`config.mk`:
```
export PLATFORM = sky130hd
export DESIGN_NAME = rgb_to_hsv_converter
export DESIGN_NICKNAME = d
export VERILOG_FILES = /design/src/hw/rtl/rgbhsv_pkg.sv /design/src/hw/rtl/rgb_to_hsv_converter.sv /design/src/hw/rtl/rgbhsv_front.sv /design/src/hw/rtl/rgbhsv_cell.sv /design/src/hw/rtl/rgbhsv_back.sv
export SDC_FILE = /design/constraint.sdc
export NUM_CORES = 1
export LEC_CHECK = 0
export BUFFER_PORTS_ARGS = -buffer_cell sky130_fd_sc_hd__buf_2
export CORE_MARGIN = 3
export CORE_UTILIZATION = 35
export CTS_BUF_LIST = sky130_fd_sc_hd__clkbuf_8
export DETAILED_ROUTE_END_ITERATION = 10
export GPL_TIMING_DRIVEN = 0
export SLEW_MARGIN = 25
export SYNTH_ARGS = -nofsm -noshare
export SYNTH_HDL_FRONTEND = slang
export SYNTH_HIERARCHICAL = 1
export SYNTH_SLANG_ARGS = --single-unit
```
`constraint.sdc`:
```
create_clock -name clk -period 13.82 [get_ports clk]
set_clock_uncertainty 0.2 [all_clocks]
set_input_delay 4.146 -clock clk [delete_from_list [all_inputs] [get_ports clk]]
set_output_delay 4.146 -clock clk [all_outputs]
set_load 0.02 [all_outputs]
```
`src/hw/rtl/rgbhsv_pkg.sv`:
```
// Shared types and constants for the RGB to HSV converter.
// Used by every stage of the converter; depends on nothing.
package rgbhsv_pkg;

  localparam int ChW  = 8;
  localparam int HueW = 9;

  // Sector codes for the channel that holds the maximum.
  localparam logic [1:0] SEC_GREY  = 2'd0;
  localparam logic [1:0] SEC_RED   = 2'd1;
  localparam logic [1:0] SEC_GREEN = 2'd2;
  localparam logic [1:0] SEC_BLUE  = 2'd3;

  localparam logic [HueW-1:0] HUE_TURN     = 9'd360;
  localparam logic [HueW-1:0] HUE_OFFSET_G = 9'd120;
  localparam logic [HueW-1:0] HUE_OFFSET_B = 9'd240;

  // Number of divider cells, one quotient bit per cell.
  localparam int NumCells = ChW;

  // Word handed from stage to stage through the divider chain.
  typedef struct packed {
    logic [1:0]     sector;
    logic           hue_neg;
    logic [ChW-1:0] sat_rem;
    logic [ChW-1:0] sat_num;
    logic [ChW-1:0] sat_quo;
    logic [ChW-1:0] sat_div;
    logic [ChW-1:0] hue_rem;
    logic [ChW-1:0] hue_num;
    logic [ChW-1:0] hue_quo;
    logic [ChW-1:0] hue_div;
  } word_t;

endpackage

```
`src/hw/rtl/rgb_to_hsv_converter.sv`:
```
// Top level of the 8-bit RGB to HSV converter.
// Depends on rgbhsv_pkg, rgbhsv_front, rgbhsv_cell and rgbhsv_back.
//
//   Channel | Handshake                 | Payload
//   --------+---------------------------+---------------------------------
//   pixel   | pixel_valid / pixel_stall | pixel_rgb (R 23:16, G 15:8, B 7:0)
//   hsv     | hsv_valid / hsv_stall     | hue, saturation, brightness
//
// One pixel word is taken every clock while pixel_stall is low. A result
// passes through one front stage, a chain of eight divider cells that each
// settle one quotient bit of saturation and of hue, and one output stage.
// Reset (rst, synchronous) clears only the stage valid bits.
// Every stage holds its word while the next one is full and stalled, so
// empty stages keep filling while hsv_stall is high; pixel_stall rises
// only once the whole chain is full.
module rgb_to_hsv_converter (
  input  logic                         clk,
  input  logic                         rst,
  input  logic                         pixel_valid,
  output logic                         pixel_stall,
  input  logic [23:0]                  pixel_rgb,
  output logic                         hsv_valid,
  input  logic                         hsv_stall,
  output logic [rgbhsv_pkg::HueW-1:0]  hue,
  output logic [rgbhsv_pkg::ChW-1:0]   saturation,
  output logic [rgbhsv_pkg::ChW-1:0]   brightness
);
  import rgbhsv_pkg::*;

  // Index 0 is the front stage output; index k is the output of cell k-1.
  logic  valid [NumCells+1];
  logic  stall [NumCells+1];
  word_t word  [NumCells+1];

  rgbhsv_front u_front (
    .clk       (clk),
    .rst       (rst),
    .in_valid  (pixel_valid),
    .in_stall  (pixel_stall),
    .pixel_rgb (pixel_rgb),
    .out_valid (valid[0]),
    .out_stall (stall[0]),
    .out_word  (word[0])
  );

  // The divider chain: each cell hands its partial remainders and
  // quotients to its neighbor every cycle that it is not stalled.
  for (genvar k = 0; k < NumCells; k++) begin : g_cell
    rgbhsv_cell u_cell (
      .clk       (clk),
      .rst       (rst),
      .in_valid  (valid[k]),
      .in_stall  (stall[k]),
      .in_word   (word[k]),
      .out_valid (valid[k+1]),
      .out_stall (stall[k+1]),
      .out_word  (word[k+1])
    );
  end

  rgbhsv_back u_back (
    .clk        (clk),
    .rst        (rst),
    .in_valid   (valid[NumCells]),
    .in_stall   (stall[NumCells]),
    .in_word    (word[NumCells]),
    .out_valid  (hsv_valid),
    .out_stall  (hsv_stall),
    .hue        (hue),
    .saturation (saturation),
    .brightness (brightness)
  );

  // Hue always lands inside one turn.
  a_hue_range: assert property (@(posedge clk) disable iff (rst)
    hsv_valid |-> hue < HUE_TURN)
    else $error("hue out of range");

  // Saturation is zero only for grey pixels, and those carry zero hue.
  a_grey_hue: assert property (@(posedge clk) disable iff (rst)
    (hsv_valid && saturation == '0) |-> hue == '0)
    else $error("nonzero hue with zero saturation");

  // A black pixel is always grey.
  a_black: assert property (@(posedge clk) disable iff (rst)
    (hsv_valid && brightness == '0) |-> saturation == '0)
    else $error("saturation on a black pixel");

  // Back-pressure at the input only comes from a stalled, pending result.
  a_stall_src: assert property (@(posedge clk) disable iff (rst)
    pixel_stall |-> (hsv_valid && hsv_stall))
    else $error("input stalled without output stall");

endmodule

```
`src/hw/rtl/rgbhsv_front.sv`:
```
// Front stage: max, min, delta, sector and the two dividends.
// Depends on rgbhsv_pkg.
module rgbhsv_front (
  input  logic                  clk,
  input  logic                  rst,
  input  logic                  in_valid,
  output logic                  in_stall,
  input  logic [23:0]           pixel_rgb,
  output logic                  out_valid,
  input  logic                  out_stall,
  output rgbhsv_pkg::word_t     out_word
);
  import rgbhsv_pkg::*;

  logic [ChW-1:0] r, g, b, mx, mn, delta, mag;
  logic [1:0]     sector;
  logic           neg;
  logic [15:0]    sat_dvd, hue_dvd;
  word_t          word_next;

  assign r = pixel_rgb[23:16];
  assign g = pixel_rgb[15:8];
  assign b = pixel_rgb[7:0];

  always_comb begin
    mx = r;
    if (g > mx) mx = g;
    if (b > mx) mx = b;
    mn = r;
    if (g < mn) mn = g;
    if (b < mn) mn = b;
    delta = mx - mn;
    // Ties for the maximum go to red, then green.
    if (delta == '0) begin
      sector = SEC_GREY;
      neg    = 1'b0;
      mag    = '0;
    end else if (r == mx) begin
      sector = SEC_RED;
      neg    = g < b;
      mag    = (g < b) ? (b - g) : (g - b);
    end else if (g == mx) begin
      sector = SEC_GREEN;
      neg    = b < r;
      mag    = (b < r) ? (r - b) : (b - r);
    end else begin
      sector = SEC_BLUE;
      neg    = r < g;
      mag    = (r < g) ? (g - r) : (r - g);
    end
  end

  // Both quotients fit in eight bits, so the upper dividend byte seeds the remainder.
  assign sat_dvd = {delta, 8'd0} - {8'd0, delta};
  assign hue_dvd = {2'd0, mag, 6'd0} - {6'd0, mag, 2'd0};

  always_comb begin
    word_next.sector  = sector;
    word_next.hue_neg = neg;
    word_next.sat_rem = sat_dvd[15:8];
    word_next.sat_num = sat_dvd[7:0];
    word_next.sat_quo = '0;
    word_next.sat_div = mx;
    word_next.hue_rem = hue_dvd[15:8];
    word_next.hue_num = hue_dvd[7:0];
    word_next.hue_quo = '0;
    word_next.hue_div = delta;
  end

  assign in_stall = out_valid && out_stall;

  always_ff @(posedge clk) begin
    if (rst) begin
      out_valid <= 1'b0;
    end else if (!in_stall) begin
      out_valid <= in_valid;
    end
  end

  always_ff @(posedge clk) begin
    if (!in_stall && in_valid) begin
      out_word <= word_next;
    end
  end

endmodule

```
`src/hw/rtl/rgbhsv_cell.sv`:
```
// One divider cell: a restoring step for saturation and for hue.
// Depends on rgbhsv_pkg.
module rgbhsv_cell (
  input  logic              clk,
  input  logic              rst,
  input  logic              in_valid,
  output logic              in_stall,
  input  rgbhsv_pkg::word_t in_word,
  output logic              out_valid,
  input  logic              out_stall,
  output rgbhsv_pkg::word_t out_word
);
  import rgbhsv_pkg::*;

  logic [ChW:0] sat_t, hue_t, sat_d, hue_d;
  logic         sat_ge, hue_ge;
  word_t        word_next;

  assign sat_t  = {in_word.sat_rem, in_word.sat_num[ChW-1]};
  assign hue_t  = {in_word.hue_rem, in_word.hue_num[ChW-1]};
  assign sat_ge = sat_t >= {1'b0, in_word.sat_div};
  assign hue_ge = hue_t >= {1'b0, in_word.hue_div};
  assign sat_d  = sat_ge ? (sat_t - {1'b0, in_word.sat_div}) : sat_t;
  assign hue_d  = hue_ge ? (hue_t - {1'b0, in_word.hue_div}) : hue_t;

  always_comb begin
    word_next         = in_word;
    word_next.sat_rem = sat_d[ChW-1:0];
    word_next.sat_num = {in_word.sat_num[ChW-2:0], 1'b0};
    word_next.sat_quo = {in_word.sat_quo[ChW-2:0], sat_ge};
    word_next.hue_rem = hue_d[ChW-1:0];
    word_next.hue_num = {in_word.hue_num[ChW-2:0], 1'b0};
    word_next.hue_quo = {in_word.hue_quo[ChW-2:0], hue_ge};
  end

  assign in_stall = out_valid && out_stall;

  always_ff @(posedge clk) begin
    if (rst) begin
      out_valid <= 1'b0;
    end else if (!in_stall) begin
      out_valid <= in_valid;
    end
  end

  always_ff @(posedge clk) begin
    if (!in_stall && in_valid) begin
      out_word <= word_next;
    end
  end

endmodule

```
`src/hw/rtl/rgbhsv_back.sv`:
```
// Back stage: applies the hue sign and sector offset, registers the result.
// Depends on rgbhsv_pkg.
module rgbhsv_back (
  input  logic                              clk,
  input  logic                              rst,
  input  logic                              in_valid,
  output logic                              in_stall,
  input  rgbhsv_pkg::word_t                 in_word,
  output logic                              out_valid,
  input  logic                              out_stall,
  output logic [rgbhsv_pkg::HueW-1:0]       hue,
  output logic [rgbhsv_pkg::ChW-1:0]        saturation,
  output logic [rgbhsv_pkg::ChW-1:0]        brightness
);
  import rgbhsv_pkg::*;

  logic [HueW-1:0] q, hue_next;
  logic [ChW-1:0]  sat_next;

  assign q = {1'b0, in_word.hue_quo};

  always_comb begin
    sat_next = in_word.sat_quo;
    case (in_word.sector)
      SEC_RED: begin
        // A negative quotient that truncated to zero wraps to zero, not a full turn.
        if (in_word.hue_neg && q != '0) hue_next = HUE_TURN - q;
        else hue_next = q;
      end
      SEC_GREEN: begin
        hue_next = in_word.hue_neg ? (HUE_OFFSET_G - q) : (HUE_OFFSET_G + q);
      end
      SEC_BLUE: begin
        hue_next = in_word.hue_neg ? (HUE_OFFSET_B - q) : (HUE_OFFSET_B + q);
      end
      default: begin
        hue_next = '0;
        sat_next = '0;
      end
    endcase
  end

  assign in_stall = out_valid && out_stall;

  always_ff @(posedge clk) begin
    if (rst) begin
      out_valid <= 1'b0;
    end else if (!in_stall) begin
      out_valid <= in_valid;
    end
  end

  always_ff @(posedge clk) begin
    if (!in_stall && in_valid) begin
      hue        <= hue_next;
      saturation <= sat_next;
      brightness <= in_word.sat_div;
    end
  end

endmodule
```
; Yosys cells after proc, flatten, opt, wreduce, memory -nomap -nowiden
; Index checks and enable logic that the tools add are counted.
[totals]
register_bits = 469
word_cells = 220
out_inout_bits = 27
input_bits = 28
[op_classes]
n_addsub = 28
n_reduce_logical = 35
n_eq_ne = 5
muxes = 32
n_lt_le_gt_ge = 23
[ops]
columns = cell, n
row1 = two-way mux 8 bit, 24
row2 = subtractor 8 bit, 21
row3 = >= comparator 9 x 8 -> 1 bit, 16
row4 = less-than comparator 8 bit, 5
row5 = two-way mux 9 bit, 3
row6 = one-hot mux 9 bit (3 select lines), 1
row7 = logical AND 1 bit, 21
row8 = == test 8 bit, 2
row9 = > comparator 8 bit, 2
row10 = subtractor 16 x 8 -> 16 bit, 1
row11 = subtractor 14 x 10 -> 15 bit, 1
row12 = zero test 1 bit, 10
row13 = "adder 7 x 8 -> 9 bit, first input constant", 1
row14 = "adder 8 x 8 -> 9 bit, first input constant", 1
row15 = nonzero test 9 bit, 1
row16 = "subtractor 7 x 8 -> 9 bit, first input constant", 1
row17 = "subtractor 8 x 8 -> 9 bit, first input constant", 1
row18 = "subtractor 9 x 8 -> 9 bit, first input constant", 1
row19 = zero test 8 bit, 1
row20 = "== test 2 bit, second input constant", 2
row21 = two-way mux 1 bit, 4
row22 = OR reduction 3 bit, 1
row23 = "== test 2 x 1 -> 1 bit, second input constant", 1
row24 = OR reduction 2 bit, 1

; Logic depth before layout (Yosys ltp)
[logic_depth]
depth_word = 12
depth_mapped = 39
depth_no_buf = 36

; By module
; The synthesis kept the hierarchy.
[modules_own_cells]
columns = module, cells_per_inst, instances, area_per_inst_um2, seq_area_each_um2
row1 = rgbhsv_cell (g_cell[1].u_cell ...), 202, 5, 3002.9, 1971.9
row2 = rgbhsv_front, 713, 1, 6213.5, 1431.4
row3 = rgbhsv_cell (g_cell[5].u_cell ...), 201, 2, 2980.4, 1971.9
row4 = rgbhsv_cell (g_cell[0].u_cell), 205, 1, 3019.1, 1971.9
row5 = rgbhsv_back, 167, 1, 1734.2, 770.7

; Worst setup path before layout
; Ideal clock, no wire load.
[synth_path]
path_kind = input port to flip-flop
from = in pixel_rgb[8]
to = reg u_front/out_word[29] (netlist name), data pin
required_ns = 13.359
slack_ns = 2.203
arrival_time_ns = 11.156
n_path_buf = 3
stages = 37
cell_sequence = inv_1 -> ha_1 -> inv_1 -> fa_1 -> nand3_1 -> a21oi_2 -> o21ai_4 -> clkbuf_1 -> mux2i_1 -> ha_1 -> and4_1 -> nand2_1 -> nor3_1 -> o21a_1 -> nor2_1 -> o21a_1 -> buf_2 -> a21o_1 -> and2_1 -> inv_1 -> ha_1 -> fa_1 -> xor2_1 -> a21boi_0 -> o21ai_0 -> a21oi_1 -> o2111ai_2 -> a211o_1 -> buf_2 -> nand2_1 -> inv_1 -> ha_1 -> a21o_1 -> a21o_1 -> a21o_1 -> o21a_1 -> a221o_1
[synth_between]
elab_chain_cells = 9
[synth_rtl]
columns = item, line_no
row1 = from (decl), rgb_to_hsv_converter.sv:21  ; input logic [23:0] pixel_rgb,
row2 = > comparator 8 bit, rgbhsv_front.sv:27  ; if (g > mx) mx = g;
row3 = two-way mux 8 bit (*), rgbhsv_front.sv:27
row4 = > comparator 8 bit, rgbhsv_front.sv:28  ; if (b > mx) mx = b;
row5 = two-way mux 8 bit (*), rgbhsv_front.sv:28
row6 = net u_front.mx[0], rgbhsv_front.sv:15  ; logic [ChW-1:0] r, g, b, mx, mn, delta, mag;
row7 = "parallel branches: the longest is 3 deep, another holds subtractor 8 bit", -
row8 = two-way mux 8 bit (*), rgbhsv_front.sv:34  ; if (delta == '0) begin
row9 = subtractor 14 x 10 -> 15 bit (*), rgbhsv_front.sv:55  ; assign hue_dvd = {2'd0, mag, 6'd0} - {6'd0, mag, 2'd0};
row10 = net u_front.hue_dvd[13], rgbhsv_front.sv:18  ; logic [15:0] sat_dvd, hue_dvd;
row11 = to (signal assigned), rgbhsv_front.sv:82  ; out_word <= word_next;
row12 = to (decl), rgbhsv_front.sv:11  ; output rgbhsv_pkg::word_t out_word
; Mark *: on every way through the listed nets, which the timed path passes.
; A chain may end at the register's enable or synchronous reset.

; Worst setup path after layout
[layout_path]
from = in pixel_rgb[17]
to = reg u_front/out_word[29] (netlist name), data pin
; The elaborated chain is that of the path after synthesis.

==> flow_metrics.py <==
metrics = {
    "global_route": {
        "grt_first_pass_wirelength_mm": 91.2,
        "largest_net_degree_at_the_start_of_global_routing": 28,
        "gr-total-overflow": 0,
        "grtUsageTotal_pct": 13.6,
        "number_of_global_route_vias_before_repair": 18000,
        "initial_antenna_violation_count": 1,
    },
    "placement": {
        "place_hpwl_mm": 42.9,
        "global_placement_routability_congestion": 0.883,
        "port_buffers": 54,
    },
    "clocking": {
        "holdBufCountCts": 0,
        "post-cts-setup-buffers": 0,
        "cts_htree_levels": 3,
        "clockRootBuffer": "sky130_fd_sc_hd__clkbuf_8",
        "cts_tree": "built",
        "clk_latency_ns": 0.62,
        "cts.clk_slew.worst_paths_ns": 0.06,
        "clkSinkCount": 466,
        "cts_buffer_depth": 3,
        "cts.repair.resized": 0,
        "cts-buffers-inserted": 75,
    },
    "floorplanning": {
        "die_y_um": 284,
        "die_area_um2": 80600,
        "die_w_um": 284,
        "rows": 101,
        "initial_core_util_pct": 35.5,
        "fp.coreArea_um2": 76200,
        "ioPinCount": 55,
    },
    "worst_setup_path": {
        "crit_path_max_incr_delay_ns": 0.51,
        "cp_slowest_cell": "sky130_fd_sc_hd__mux2i_1",
        "reg2reg_from": "u_back/out_valid$_SDFFE_PP0N_",
        "setup.worst_path.class": "primary input to register",
        "crit_buf_inv": 7,
        "worstSetupStartpoint": "pixel_rgb[17]",
        "reg2regPathDepth": 12,
        "worst_path_most_repeated_cell": "sky130_fd_sc_hd__a21o_1",
        "r2r_end": "u_front/out_word[64]$_SDFFCE_PP0P_",
        "cp-end-kind": "register",
        "cp.required_ns": 13.98,
        "reg2reg_setup_slack_ns": 9.86,
        "worstPathMaxFanout": 10,
        "cp-start-kind": "primary input",
        "critical-path-top-delay-family": "compound AO/OA/AOI/OAI gates",
        "critPathArrivalTime_ns": 13.18,
    },
    "detailed_routing": {
        "detail-route-antenna-nets": 0,
        "detailroute.via_count": 17700,
        "detail_route.drc_violations": 0,
        "mean_number_of_vias_per_cell": 5.07,
        "avgRoutedWirePerCell_um": 15.8,
        "iteration_0_drc_count_of_the_detailed_router": 867,
        "routed_wl_mm": 55.2,
        "drt_pass1_iterations": 5,
    },
    "layout": {
        "final_cell_mix": "456 x sky130_fd_sc_hd__edfxtp_1, 269 x sky130_fd_sc_hd__inv_1, 209 x sky130_fd_sc_hd__ha_1",
        "fillers": 7166,
        "postLayoutCoreUtil_pct": 39.8,
        "layout.cells.most_common": "sky130_fd_sc_hd__edfxtp_1",
        "design.final.nets": 2653,
        "area_growth_syn_to_layout_pct": 12.3,
        "drive_gt1_share_pct": 14.7,
    },
    "sta": {
        "timing.max_slew.rel_slack_pct": 39.5,
        "transition_time_at_the_pin_with_the_least_slew_margin_ns": 0.905,
        "final_max_tran_viols": 0,
        "min_period_over_period_pct": 94.2,
        "achievable-frequency_mhz": 76.8,
        "finalSetupViolCount": 0,
        "grt_setup_unrepaired": "no",
        "report.final.hold_viol_count": 0,
        "tns_ns": 0,
        "min_period_ns": 13.02,
    },
    "min_path": {
        "hold-path-endpoint": "g_cell[4].u_cell/out_word[22]$_DFFE_PP_",
        "hold_start": "g_cell[3].u_cell/out_word[21]$_DFFE_PP_",
        "holdPathStages": 0,
        "hold_removal_path_class": "register to register",
    },
    "logic_synthesis": {
        "post_synth_inst_count": 2250,
        "syn_avg_cell_area_um2": 12.0,
        "syn-cell-area_um2": 27000,
        "yosysWarningCount": 6,
    },
    "job": {
        "maxCapViolations": 0,
    },
    "pwr": {
        "leakage_nw": 12.0,
        "worst_ir_drop_vdd_mv": 0.0736,
        "power.density_nw_per_um2": 133,
        "total_power_mw": 4.04,
    },
    "run_status": {
        "outcome": "finished, final reports clean",
    },
}
==> where the power goes <==
part	switching (mW)	total, mW	internal [mW]
combinational	0.683	1.21	0.527
sequential	0.0537	1.77	1.72
clock	0.512	1.06	0.549
total	1.25	4.04	2.79
==> layout make-up <==
type / instances / area, um^2 / share of cell area, %
Sequential cell: 466 / 13900 / 45.8
Multi-Input combinational cell: 1487 / 12000 / 39.6
Tap cell: 1030 / 1290 / 4.24
Clock buffer: 79 / 1090 / 3.58
Inverter: 249 / 935 / 3.08
Timing Repair Buffer: 67 / 591 / 1.95
Clock inverter: 58 / 275 / 0.907
Buffer: 49 / 274 / 0.903
Antenna cell: 1 / 2.50 / 0.00824
==> flip-flops by register name, summed over array words and instances (netlist names) <==
signal                   count
u_back/brightness            8
u_back/out_valid             1
u_front/out_word            47
g_cell.u_cell/out_word     384
u_back/hue                   9
g_cell.u_cell/out_valid      8
u_front/out_valid            1
u_back/saturation            8
==> worst reg2reg max path, stage by stage, from the launching register on <==
cell	delay [ns]
sky130_fd_sc_hd__dfxtp_1	0.30
sky130_fd_sc_hd__and2_1	0.18
sky130_fd_sc_hd__and2_1	0.26
sky130_fd_sc_hd__and2_1	0.25
sky130_fd_sc_hd__and2_1	0.22
sky130_fd_sc_hd__and2_1	0.22
sky130_fd_sc_hd__and2_1	0.22
sky130_fd_sc_hd__and2_1	0.22
sky130_fd_sc_hd__and2_1	0.22
sky130_fd_sc_hd__and2_1	0.22
sky130_fd_sc_hd__and2_1	0.29
sky130_fd_sc_hd__nor2b_4	0.60
sky130_fd_sc_hd__buf_16	0.25
==> per-stage QoR <==
stage          cell area [um^2]  hold slack [ns]  std cells  setup WS (ns)
6_report                  30400            0.201       3486          0.804
5_1_grt                   30400            0.208       3486          0.257
4_1_cts                   30400            0.202       3485          0.879
3_5_place_dp              29000            0.205       3348          0.207
3_3_place_gp              28600            0.200       3335          0.278
2_1_floorplan             27000            0.200       2251           2.20
==> layer usage <==
layer	GRT usage [%]	vias to the layer above	share of wire, %
li1	-	8682	-
met1	16.6	8492	44
met2	24.0	390	49
met3	2.10	99	4.2
met4	5.30	0	2.7
met5	0	-	0
==> worst max-delay path by stage <==
| stage | to | slack (ns) | depth (start not counted) |
|---|---|---|---|
| global placement | u_front/out_word[29]$_DFFE_PP_ | 0.28 | 36 |
| detailed placement | u_front/out_word[29]$_DFFE_PP_ | 0.21 | 36 |
| finish | u_front/out_word[29]$_DFFE_PP_ | 0.80 | 36 |
| global route | u_front/out_word[29]$_DFFE_PP_ | 0.26 | 36 |
| CTS | u_front/out_word[29]$_DFFE_PP_ | 0.88 | 36 |
| floorplan | u_front/out_word[29]$_DFFE_PP_ | 2.20 | 37 |
Note: power is estimated with default switching activity, not from simulation.
